`src/rtl/core/swcc_pkg.sv`:
```
// Shared types and constants for the segment wall collision checker.
// No dependencies; imported by swcc_ctrl, swcc_datapath and the top level.
package swcc_pkg;

  // Item opcodes
  localparam logic OP_ADD   = 1'b0;
  localparam logic OP_QUERY = 1'b1;

  // Configuration register indexes
  localparam int   CFG_IDX_BITS     = 1;
  localparam logic CFG_ARENA_WIDTH  = 1'b0;
  localparam logic CFG_ARENA_HEIGHT = 1'b1;

  localparam int               ARENA_BITS  = 12;
  localparam logic [11:0]      ARENA_RESET = 12'd4095;

  // Orientation of an ordered point triple
  typedef enum logic [1:0] {
    ORI_COL = 2'd0,
    ORI_CW  = 2'd1,
    ORI_CCW = 2'd2
  } swcc_ori_e;

  // Controller -> datapath
  typedef struct packed {
    logic accept;    // input transaction this cycle
    logic issue;     // read next wall and push it down the pipe
    logic load_out;  // capture result into output register
  } swcc_cmd_t;

  // Datapath -> controller
  typedef struct packed {
    logic in_query;    // offered item is a query
    logic in_skip;     // offered query needs no wall scan
    logic last_issue;  // current issue reads the last stored wall
    logic pipe_busy;   // a wall is still in the test pipe
  } swcc_status_t;

endpackage

```
`src/rtl/core/swcc_ctrl.sv`:
```
// Sequencer for the wall collision checker: item flow and output handshake.
// Depends on swcc_pkg.
module swcc_ctrl (
  input  logic                  clk_i,
  input  logic                  rst_ni,
  input  logic                  in_valid_i,
  output logic                  in_ready_o,
  output logic                  out_valid_o,
  input  logic                  out_ready_i,
  input  swcc_pkg::swcc_status_t status_i,
  output swcc_pkg::swcc_cmd_t    cmd_o
);
  import swcc_pkg::*;

  localparam logic [1:0] S_IDLE   = 2'd0;
  localparam logic [1:0] S_SCAN   = 2'd1;
  localparam logic [1:0] S_DRAIN  = 2'd2;
  localparam logic [1:0] S_RESULT = 2'd3;

  logic [1:0] state_q, state_d;
  logic       out_valid_q, out_valid_d;
  logic       out_free;

  assign out_free    = !out_valid_q || out_ready_i;
  assign in_ready_o  = (state_q == S_IDLE);
  assign out_valid_o = out_valid_q;

  always_comb begin
    cmd_o.accept   = in_valid_i && (state_q == S_IDLE);
    cmd_o.issue    = (state_q == S_SCAN);
    cmd_o.load_out = (state_q == S_RESULT) && out_free;
  end

  always_comb begin
    state_d = state_q;
    case (state_q)
      S_IDLE: begin
        if (in_valid_i) begin
          if (status_i.in_query && !status_i.in_skip) begin
            state_d = S_SCAN;
          end else begin
            state_d = S_RESULT;
          end
        end
      end
      S_SCAN: begin
        if (status_i.last_issue) begin
          state_d = S_DRAIN;
        end
      end
      S_DRAIN: begin
        if (!status_i.pipe_busy) begin
          state_d = S_RESULT;
        end
      end
      S_RESULT: begin
        if (out_free) begin
          state_d = S_IDLE;
        end
      end
      default: begin
        state_d = S_IDLE;
      end
    endcase
  end

  always_comb begin
    out_valid_d = out_valid_q;
    if (cmd_o.load_out) begin
      out_valid_d = 1'b1;
    end else if (out_ready_i) begin
      out_valid_d = 1'b0;
    end
  end

  always_ff @(posedge clk_i or negedge rst_ni) begin
    if (!rst_ni) begin
      state_q     <= S_IDLE;
      out_valid_q <= 1'b0;
    end else begin
      state_q     <= state_d;
      out_valid_q <= out_valid_d;
    end
  end

`ifndef SYNTHESIS
  a_result_lands: assert property (@(posedge clk_i) disable iff (!rst_ni)
    (state_q == S_RESULT && out_free) |=> out_valid_q)
    else $error("result not presented after load");

  a_scan_ends: assert property (@(posedge clk_i) disable iff (!rst_ni)
    (state_q == S_SCAN && status_i.last_issue) |=> (state_q == S_DRAIN))
    else $error("scan did not stop after last wall");
`endif

endmodule

```
`config.mk`:
```
export PLATFORM = sky130hd
export DESIGN_NAME = swcc_ctrl
export DESIGN_NICKNAME = d
export VERILOG_FILES = /design/src/rtl/core/swcc_pkg.sv /design/src/rtl/core/swcc_ctrl.sv
export SDC_FILE = /design/constraint.sdc
export NUM_CORES = 1
export LEC_CHECK = 0
export BUFFER_PORTS_ARGS = -buffer_cell sky130_fd_sc_hd__buf_2
export CAP_MARGIN = 30
export CORE_AREA = 4 4 41 43
export CTS_CLUSTER_DIAMETER = 40
export DETAILED_ROUTE_END_ITERATION = 8
export DIE_AREA = 0 0 45 47
export HOLD_SLACK_MARGIN = 0.06
export PLACE_DENSITY = 0.47
export SLEW_MARGIN = 20
export SYNTH_ARGS = -nofsm -noshare
export SYNTH_HDL_FRONTEND = slang
export SYNTH_SLANG_ARGS = --single-unit
```
`constraint.sdc`:
```
create_clock -name clk_i -period 1.6 [get_ports clk_i]
set_clock_uncertainty 0.15 [all_clocks]
set_input_delay 0.16 -clock clk_i [delete_from_list [all_inputs] [get_ports clk_i]]
set_output_delay 0.16 -clock clk_i [all_outputs]
set_load 0.005 [all_outputs]
```
# Word level (Yosys, flattened, before mapping)
# Index checks and enable logic that the tools add are counted.
# totals
regBits	3
wordCells	26
input_bits	8
# op_classes
n_mux	8
reduce_logical	9
eq_ne	7
# ops
operator	count
2-bit two-way mux	5
2-bit != test, second input constant	4
2-bit one-hot mux with 4 select lines	1
2-bit equality test, second input constant	2
4-bit AND reduction	1
1-bit logical AND	3
2-bit by 1-bit equality test with 1-bit output, second input constant	1
1-bit logical NOT	2
2-bit logical NOT	1
1-bit two-way mux	2
2-bit nonzero test	1
1-bit logical OR	1

# Depth between registers and ports, before layout
# Gate-level depths: netlist of run 1.
# logic_depth
ltp_word	5
depth_mapped	5
depth_no_buf	5

# Worst setup path before layout of run 1
# Ideal clock, no wire load.
# synth_timing
kind	register to register
start	register state_q[0]
end	register state_q[0]
setup_slack_ns	0.011
path_stages_with_launch	5
arrival_time_ns	1.313
period_less_slack_ns	1.589
n_path_buf	0
cell_sequence	dfrtp_1 -> ha_1 -> nor2b_1 -> a211o_1 -> o32a_1
# synth_lines
element	line	source
start: declaration	swcc_ctrl.sv:20	logic [1:0] state_q, state_d;
start signal: assignment	swcc_ctrl.sv:81	state_q <= state_d;

# Final worst setup path of run 1
# layout_timing
start	register state_q[1]
end	register state_q[0]
# layout_between
elab_chain_cells	3
# layout_rtl
element	line	source
2-bit equality test (tied with other cells)	swcc_ctrl.sv:36	case (state_q)
2-bit != test (no source line)	--	
4-bit AND reduction (no source line)	--	
# Several ways; a longest one is shown, not always the timed one.
# A chain may end at the register's enable or synchronous reset.

==> impl_metrics.json, run 1 <==
{
  "outcome": "complete, no violations",
  "synth_top_cell_by_area": "dfrtp_1",
  "port_buffers": 12,
  "dieHeight_um": 47,
  "fmax_ghz": 0.625,
  "placed_area_um2": 369,
  "critical_path_class": "reg2reg",
  "synthArstFlopShare_pct": 100,
  "dp_hpwl_um": 459,
  "netlist_area_um2": 268,
  "clk_path_buf_depth": 2,
  "clock_sinks": 3,
  "synth_edf_count": 0,
  "maxCapViolCount": 0,
  "synth_top_flop_cell": "dfrtp_1",
  "min_period_ns": 1.60,
  "worstMarginPinSlew_ns": 0.297,
  "grt_pass1_wl_um": 924,
  "dieArea_um2": 2120,
  "drtIter0Drc": 1,
  "vias": 256,
  "grt_setup_unrepaired": "yes",
  "drive_gt1_share_pct": 68.1,
  "antenna_found_initial": 0,
  "cp-end-kind": "flip-flop",
  "peakVddDrop_v": 0.000716,
  "yosysSeqAreaShare_pct": 28.0,
  "rows": 13,
  "dr.pass1.iters": 2,
  "cp_slowest_stage_delay_ns": 0.39,
  "r2r_setup_slack_ns": 0.0005,
  "highest-signal-layer": "met3",
  "ctsHtreeMaxLevel": 1,
  "worstReg2RegEnd": "state_q[0]",
  "core_area_um2": 1300,
  "synth_cell_type_count": 14,
  "min_path_type": "in2async",
  "yosys_register_bits": 3,
  "cts_buffers": 3,
  "yosys-top-cells-count": "4 x ha_1, 3 x dfrtp_1, 3 x nand2b_1, 3 x nor2b_1",
  "arrival_ns": 1.57,
  "cts_root_buf": "clkbuf_4",
  "syn_to_final_growth_pct": 69.2,
  "cp.depth": 5,
  "io_pins": 13,
  "r2r-start": "state_q[1]",
  "synth_cells": 25,
  "slew_viol_final": 0,
  "yosys-top-cells-area": "dfrtp_1 28%, ha_1 19%, a2111oi_4 10%, nand2b_1 7.0%, nor2b_1 7.0%",
  "drt-met1-wl_um": 255,
  "fin_nets": 60,
  "ys_warn_count": 0,
  "via_per_inst": 4.13,
  "rr_worst_depth": 5,
  "cp-start-kind": "flip-flop",
  "setup.worst_path.start": "state_q[1]",
  "avgSynthCellArea_um2": 10.7,
  "worstPathCellList": "inv_2 > ha_2 > nor2b_4 > a211o_1 > o32a_1",
  "stdcell_area_um2": 453,
  "fin_crit_sh_pct": 100,
  "power_leakage_nw": 0.225,
  "n_antenna_cell": 0,
  "path_max_fanout": 3,
  "clk_pin_slew_ns": 0.04,
  "grt_pass1_vias": 229,
  "routed_wl_um": 638,
  "hold_viol": 0,
  "path_delay_family": "compound AO/OA/AOI/OAI gates",
  "start_util_pct": 20.6,
  "finalSetupTns_ns": 0,
  "slew_headroom_pct": 80.2,
  "finalSetupViolations": 0,
  "die_w_um": 45,
  "ant_nets": 0,
  "drc": 0,
  "slowest_stage": "dfrtp_1",
  "synth_nets": 37,
  "groute.usage.overall_pct": 6.96,
  "place_congestion": 0.706,
  "wl_met2_um": 348,
  "critPathBufInv": 1,
  "clk_latency_ns": 0.24,
  "cp.required_ns": 1.57,
  "globalRouteOverflowTotal": 0,
  "wl_per_cell_um": 10.3,
  "yosysMostFrequentCell": "ha_1",
  "synthDominantCellAreaShare_pct": 28.0,
  "p_per_area_nw_per_um2": 1920,
  "cts_tree": "built",
  "worstSetupEndpoint": "state_q[0]",
  "wl_met3_um": 34,
  "grt_max_degree": 5
}
==> through the flow <==
step,hold WS (ns),utilization [%],power [mW],setup WS [ns],cells
floorplan,-0.286,-,0.448,0.0107,25
global placement,-0.190,28.4,0.628,-0.0594,55
detailed placement,-0.190,28.4,0.623,-0.0708,55
CTS,0.0895,32.7,0.812,0.000325,61
global route,0.115,34.8,0.955,-0.0559,62
finish,0.0943,34.8,0.870,0.000486,62
==> worst reg2reg max path, delay by kind of cell, from the launching register on <==
| kind | cells | cell delay [ns] |
|---|---|---|
| AO/OA/AOI/OAI | 2 | 0.58 |
| adder cells (fa/ha/maj) | 1 | 0.18 |
| buffers and inverters | 1 | 0.05 |
| flip-flops | 1 | 0.39 |
| AND/OR/NAND/NOR | 1 | 0.13 |
==> layout by cell type (no fill, tap or decap), drive strengths merged <==
cell and n:
ha 4, clkbuf 4, nor2b 4, a2111oi 1
inv 2, a211o 1, dfrtp 3, and2 3
nand2b 3, dlygate4sd3 1, buf 18, a21oi 1
o22ai 1, o32a 1
==> metal layers <==
layer	track usage, %	vias up
met2	10.7	6
li1	-	129
met3	5.75	0
met5	0	-
met1	6.62	121
met4	3.51	0
==> power by group <==
group	switching (mW)	total [mW]	internal (mW)	leakage (nW)
combinational	0.233	0.579	0.346	0.173
clock	0.0442	0.138	0.0938	0.0150
sequential	0.0360	0.153	0.117	0.0363
total	0.314	0.870	0.557	0.225
==> how the worst min path moves through the flow <==
stage | cells after the start | to | start | slack, ns
6_report | 2 | state_q[1] | rst_ni | 0.09
5_1_grt | 2 | state_q[1] | rst_ni | 0.11
4_1_cts | 2 | state_q[1] | rst_ni | 0.09
3_5_place_dp | 1 | state_q[1] | rst_ni | -0.19
3_3_place_gp | 1 | state_q[1] | rst_ni | -0.19
2_1_floorplan | 0 | out_valid_o | rst_ni | -0.29
==> sequential cells by signal, summed over array words and instances (netlist names) <==
| signal | count |
|---|---|
| state_q | 2 |
| out_valid_o | 1 |
==> cells by family after synthesis <==
kind of cell	Yosys count	share of synthesized area [%]
buf+inv	3	5.61
compound gates	5	21.5
flops	3	28.0
fa+ha+maj	4	18.7
simple gates	10	26.2
==> what timing repair did <==
item	in CTS	in global routing
cloned	0	0
endpoints found under the hold margin	3	0
hold buffers	1	0
pin swaps	1	2
endpoints found under the setup margin	4	5
buffers inserted	1	1
gates resized for setup	8	4
==> cell type report <==
class	count	area, um2
Inverter	2	7.51
Multi-Input combinational cell	19	210
Tap cell	15	18.8
Sequential cell	3	75.1
Timing Repair Buffer	19	115
Fill cell	140	848
Clock buffer	4	26.3
No activity file was read; power rests on OpenSTA's default activity.
==> inputs of run 2 (changes only) <==
- ABC_AREA: not set -> 1
- PLACE_DENSITY: 0.47 -> 0.46
==> run 2 against run 1 <==
  * Sequential cell count is the same
  * Global-route usage shrank 0.40 points
  * Non-clock buffer count shrank 5
  * First-iteration DRC count grew to 3.0 times the previous value
  * Die area is the same
  * Cell count grew 11%
  * Count of clock-buffer cells in the layout is the same
  * Setup slack gained 0.10 ns
  * Register-to-register slack gained 0.24 ns
  * Highest routed layer unchanged
==> impl_metrics.json, run 2 <==
{
  "outcome": "complete, no violations",
  "yosys_register_bits": 3,
  "p_sw_share_pct": 41.5,
  "start_util_pct": 20.0,
  "synth_cells": 37,
  "io_pins": 13,
  "fmax_ghz": 0.668,
  "critical_path_class": "reg2out",
  "synth_fa_ha_area_share_pct": 19.2,
  "via_per_inst": 3.62,
  "synth_top_cell_by_area": "dfrtp_1",
  "p_seq_share_pct": 23.6,
  "grt_pass1_vias": 223,
  "drtIter0Drc": 3,
  "p_int_mw": 0.376,
  "synth_top_flop_cell": "dfrtp_1",
  "synthDominantCellAreaShare_pct": 28.8,
  "fin_nets": 67,
  "clock_sinks": 3,
  "place_inst": 63,
  "synth_nets": 49,
  "setup.worst_path.start": "state_q[0]",
  "ys_warn_count": 0,
  "yosys-top-cells-area": "dfrtp_1 29%, ha_1 19%, nand2_1 16%, inv_1 12%, o21bai_1 5.8%",
  "cts_root_buf": "clkbuf_4",
  "cts_buffers": 3,
  "die_w_um": 45,
  "rows": 13,
  "synth_top_family_by_area": "simple AND/OR/NAND/NOR gates",
  "synth_xor_area_share_pct": 0,
  "cp.required_ns": 1.29,
  "instances_no_fill": 69,
  "p_per_area_nw_per_um2": 1700,
  "final_common_cell": "buf_2",
  "dp_hpwl_um": 434,
  "fin_crit_sh_pct": 93.6,
  "grt_max_degree": 7,
  "finalSetupTns_ns": 0,
  "maxCapViolCount": 0,
  "cp-start-kind": "flip-flop",
  "groute.usage.overall_pct": 6.56,
  "synth_cell_type_count": 12,
  "port_buffers": 12,
  "yosys-top-cells-count": "11 x nand2_1, 8 x inv_1, 4 x ha_1",
  "synth-compound-area-share_pct": 9.62,
  "wl_per_cell_um": 7.90,
  "dieHeight_um": 47,
  "yosysMostFrequentCell": "nand2_1",
  "drive_gt1_share_pct": 31.5,
  "arrival_ns": 1.19,
  "ant_nets": 0,
  "drc": 0,
  "peakVddDrop_v": 0.000534,
  "postCtsSetupRepairBufs": 0,
  "synthMuxAreaShare_pct": 0,
  "path_max_fanout": 6,
  "yosysSeqAreaShare_pct": 28.8,
  "placed_area_um2": 332,
  "clk_pin_slew_ns": 0.04,
  "p_sw_mw": 0.266,
  "slew_viol_final": 0,
  "regMostFlops": "state_q",
  "core_area_um2": 1300,
  "place_congestion": 0.701,
  "routed_wl_um": 545,
  "num-fill-cells": 151,
  "power.share.clock_pct": 21.0,
  "stdcell_area_um2": 378,
  "n_antenna_cell": 0,
  "worstMarginPinSlew_ns": 0.167,
  "r2r-start": "state_q[0]",
  "final_cell_mix": "12 x buf_2, 11 x nand2_1, 8 x inv_1",
  "finalSetupViolations": 0,
  "synth_edf_count": 0,
  "vias": 250,
  "largest_reg_flops": 2,
  "hold_viol": 0,
  "netlist_area_um2": 260,
  "min_period_ns": 1.50,
  "power_leakage_nw": 0.245,
  "grt_pass1_wl_um": 890,
  "syn_to_final_growth_pct": 45.2,
  "min_path_type": "in2async",
  "ctsHtreeMaxLevel": 1,
  "slew_headroom_pct": 88.9,
  "globalRouteOverflowTotal": 0,
  "cp-end-kind": "primary output",
  "synthArstFlopShare_pct": 100,
  "antenna_found_initial": 0,
  "clk_latency_ns": 0.23,
  "grt_setup_unrepaired": "no",
  "cts_tree": "built",
  "yosys.area_share.simple_pct": 27.9,
  "clk_path_buf_depth": 2,
  "dieArea_um2": 2120,
  "avgSynthCellArea_um2": 7.03,
  "pwr-share-comb_pct": 55.4,
  "dr.pass1.iters": 2
}
-- run 2: power groups by stage --
stage          logic, mW  clock network, mW  registers, mW
6_report           0.356              0.135          0.151
5_1_grt            0.420              0.154          0.159
4_1_cts            0.369              0.144          0.152
3_5_place_dp       0.364                  0          0.153
3_3_place_gp       0.366                  0          0.150
2_1_floorplan      0.270                  0          0.147
-- run 2: final cells by class --
class                   instances  area (um2)  share of cell area [%]
flip-flops and latches          3        75.1                    19.9
clock buffers                   4        26.3                    6.95
inverters                       8        30.0                    7.95
multi-input cells              25         148                    39.1
repair buffers                 14        80.1                    21.2
well taps                      15        18.8                    4.97
-- run 2: kinds of logic (layout without fill, tap and decap cells) --
family | after synthesis | in the layout
flops | 3 | 3
fa+ha+maj | 4 | 4
buf+inv | 9 | 26
compound gates | 4 | 4
simple gates | 17 | 17
-- run 2: path summary, 6_finish.rpt --
kind / endpoint / slack, ns / depth (start not counted)
worst max-delay path: cmd_o[2] / 0.10 / 5
min in group clk_i: state_q[1] / 0.14 / 5
worst min register to register: out_valid_o / 0.38 / 2
worst max register to register: state_q[1] / 0.24 / 6
max in group asynchronous: state_q[0] / 1.08 / 2
worst min-delay path: out_valid_o / 0.11 / 2
-- run 2: critical path: stages, from the launching register on --
cell     delay, ns
dfrtp_1       0.39
inv_1         0.11
ha_1          0.24
nand2_1       0.07
inv_1         0.05
buf_2         0.10
-- run 2: layer usage --
layer	up-vias	part of all wire [%]	GRT usage, %
met1	96	46	6.83
met5	-	0	0
li1	142	-	-
met2	12	40	8.19
met3	0	14	6.90
met4	0	0	3.51
-- run 2: timing repair --
action / CTS / global route
endpoints found under the hold margin: 4 / 0
gates resized for setup: 0 / 0
hold buffers: 2 / 0
-- run 2: metrics by stage --
step | power [mW] | worst slack (ns) | utilization [%] | hold slack, ns
5_1_grt | 0.733 | 0.000615 | 29.0 | 0.106
6_report | 0.642 | 0.102 | 29.0 | 0.108
4_1_cts | 0.665 | 0.0810 | 29.0 | 0.0878
2_1_floorplan | 0.417 | 0.339 | - | -0.286
3_3_place_gp | 0.517 | 0.221 | 25.5 | -0.190
3_5_place_dp | 0.517 | 0.224 | 25.5 | -0.191
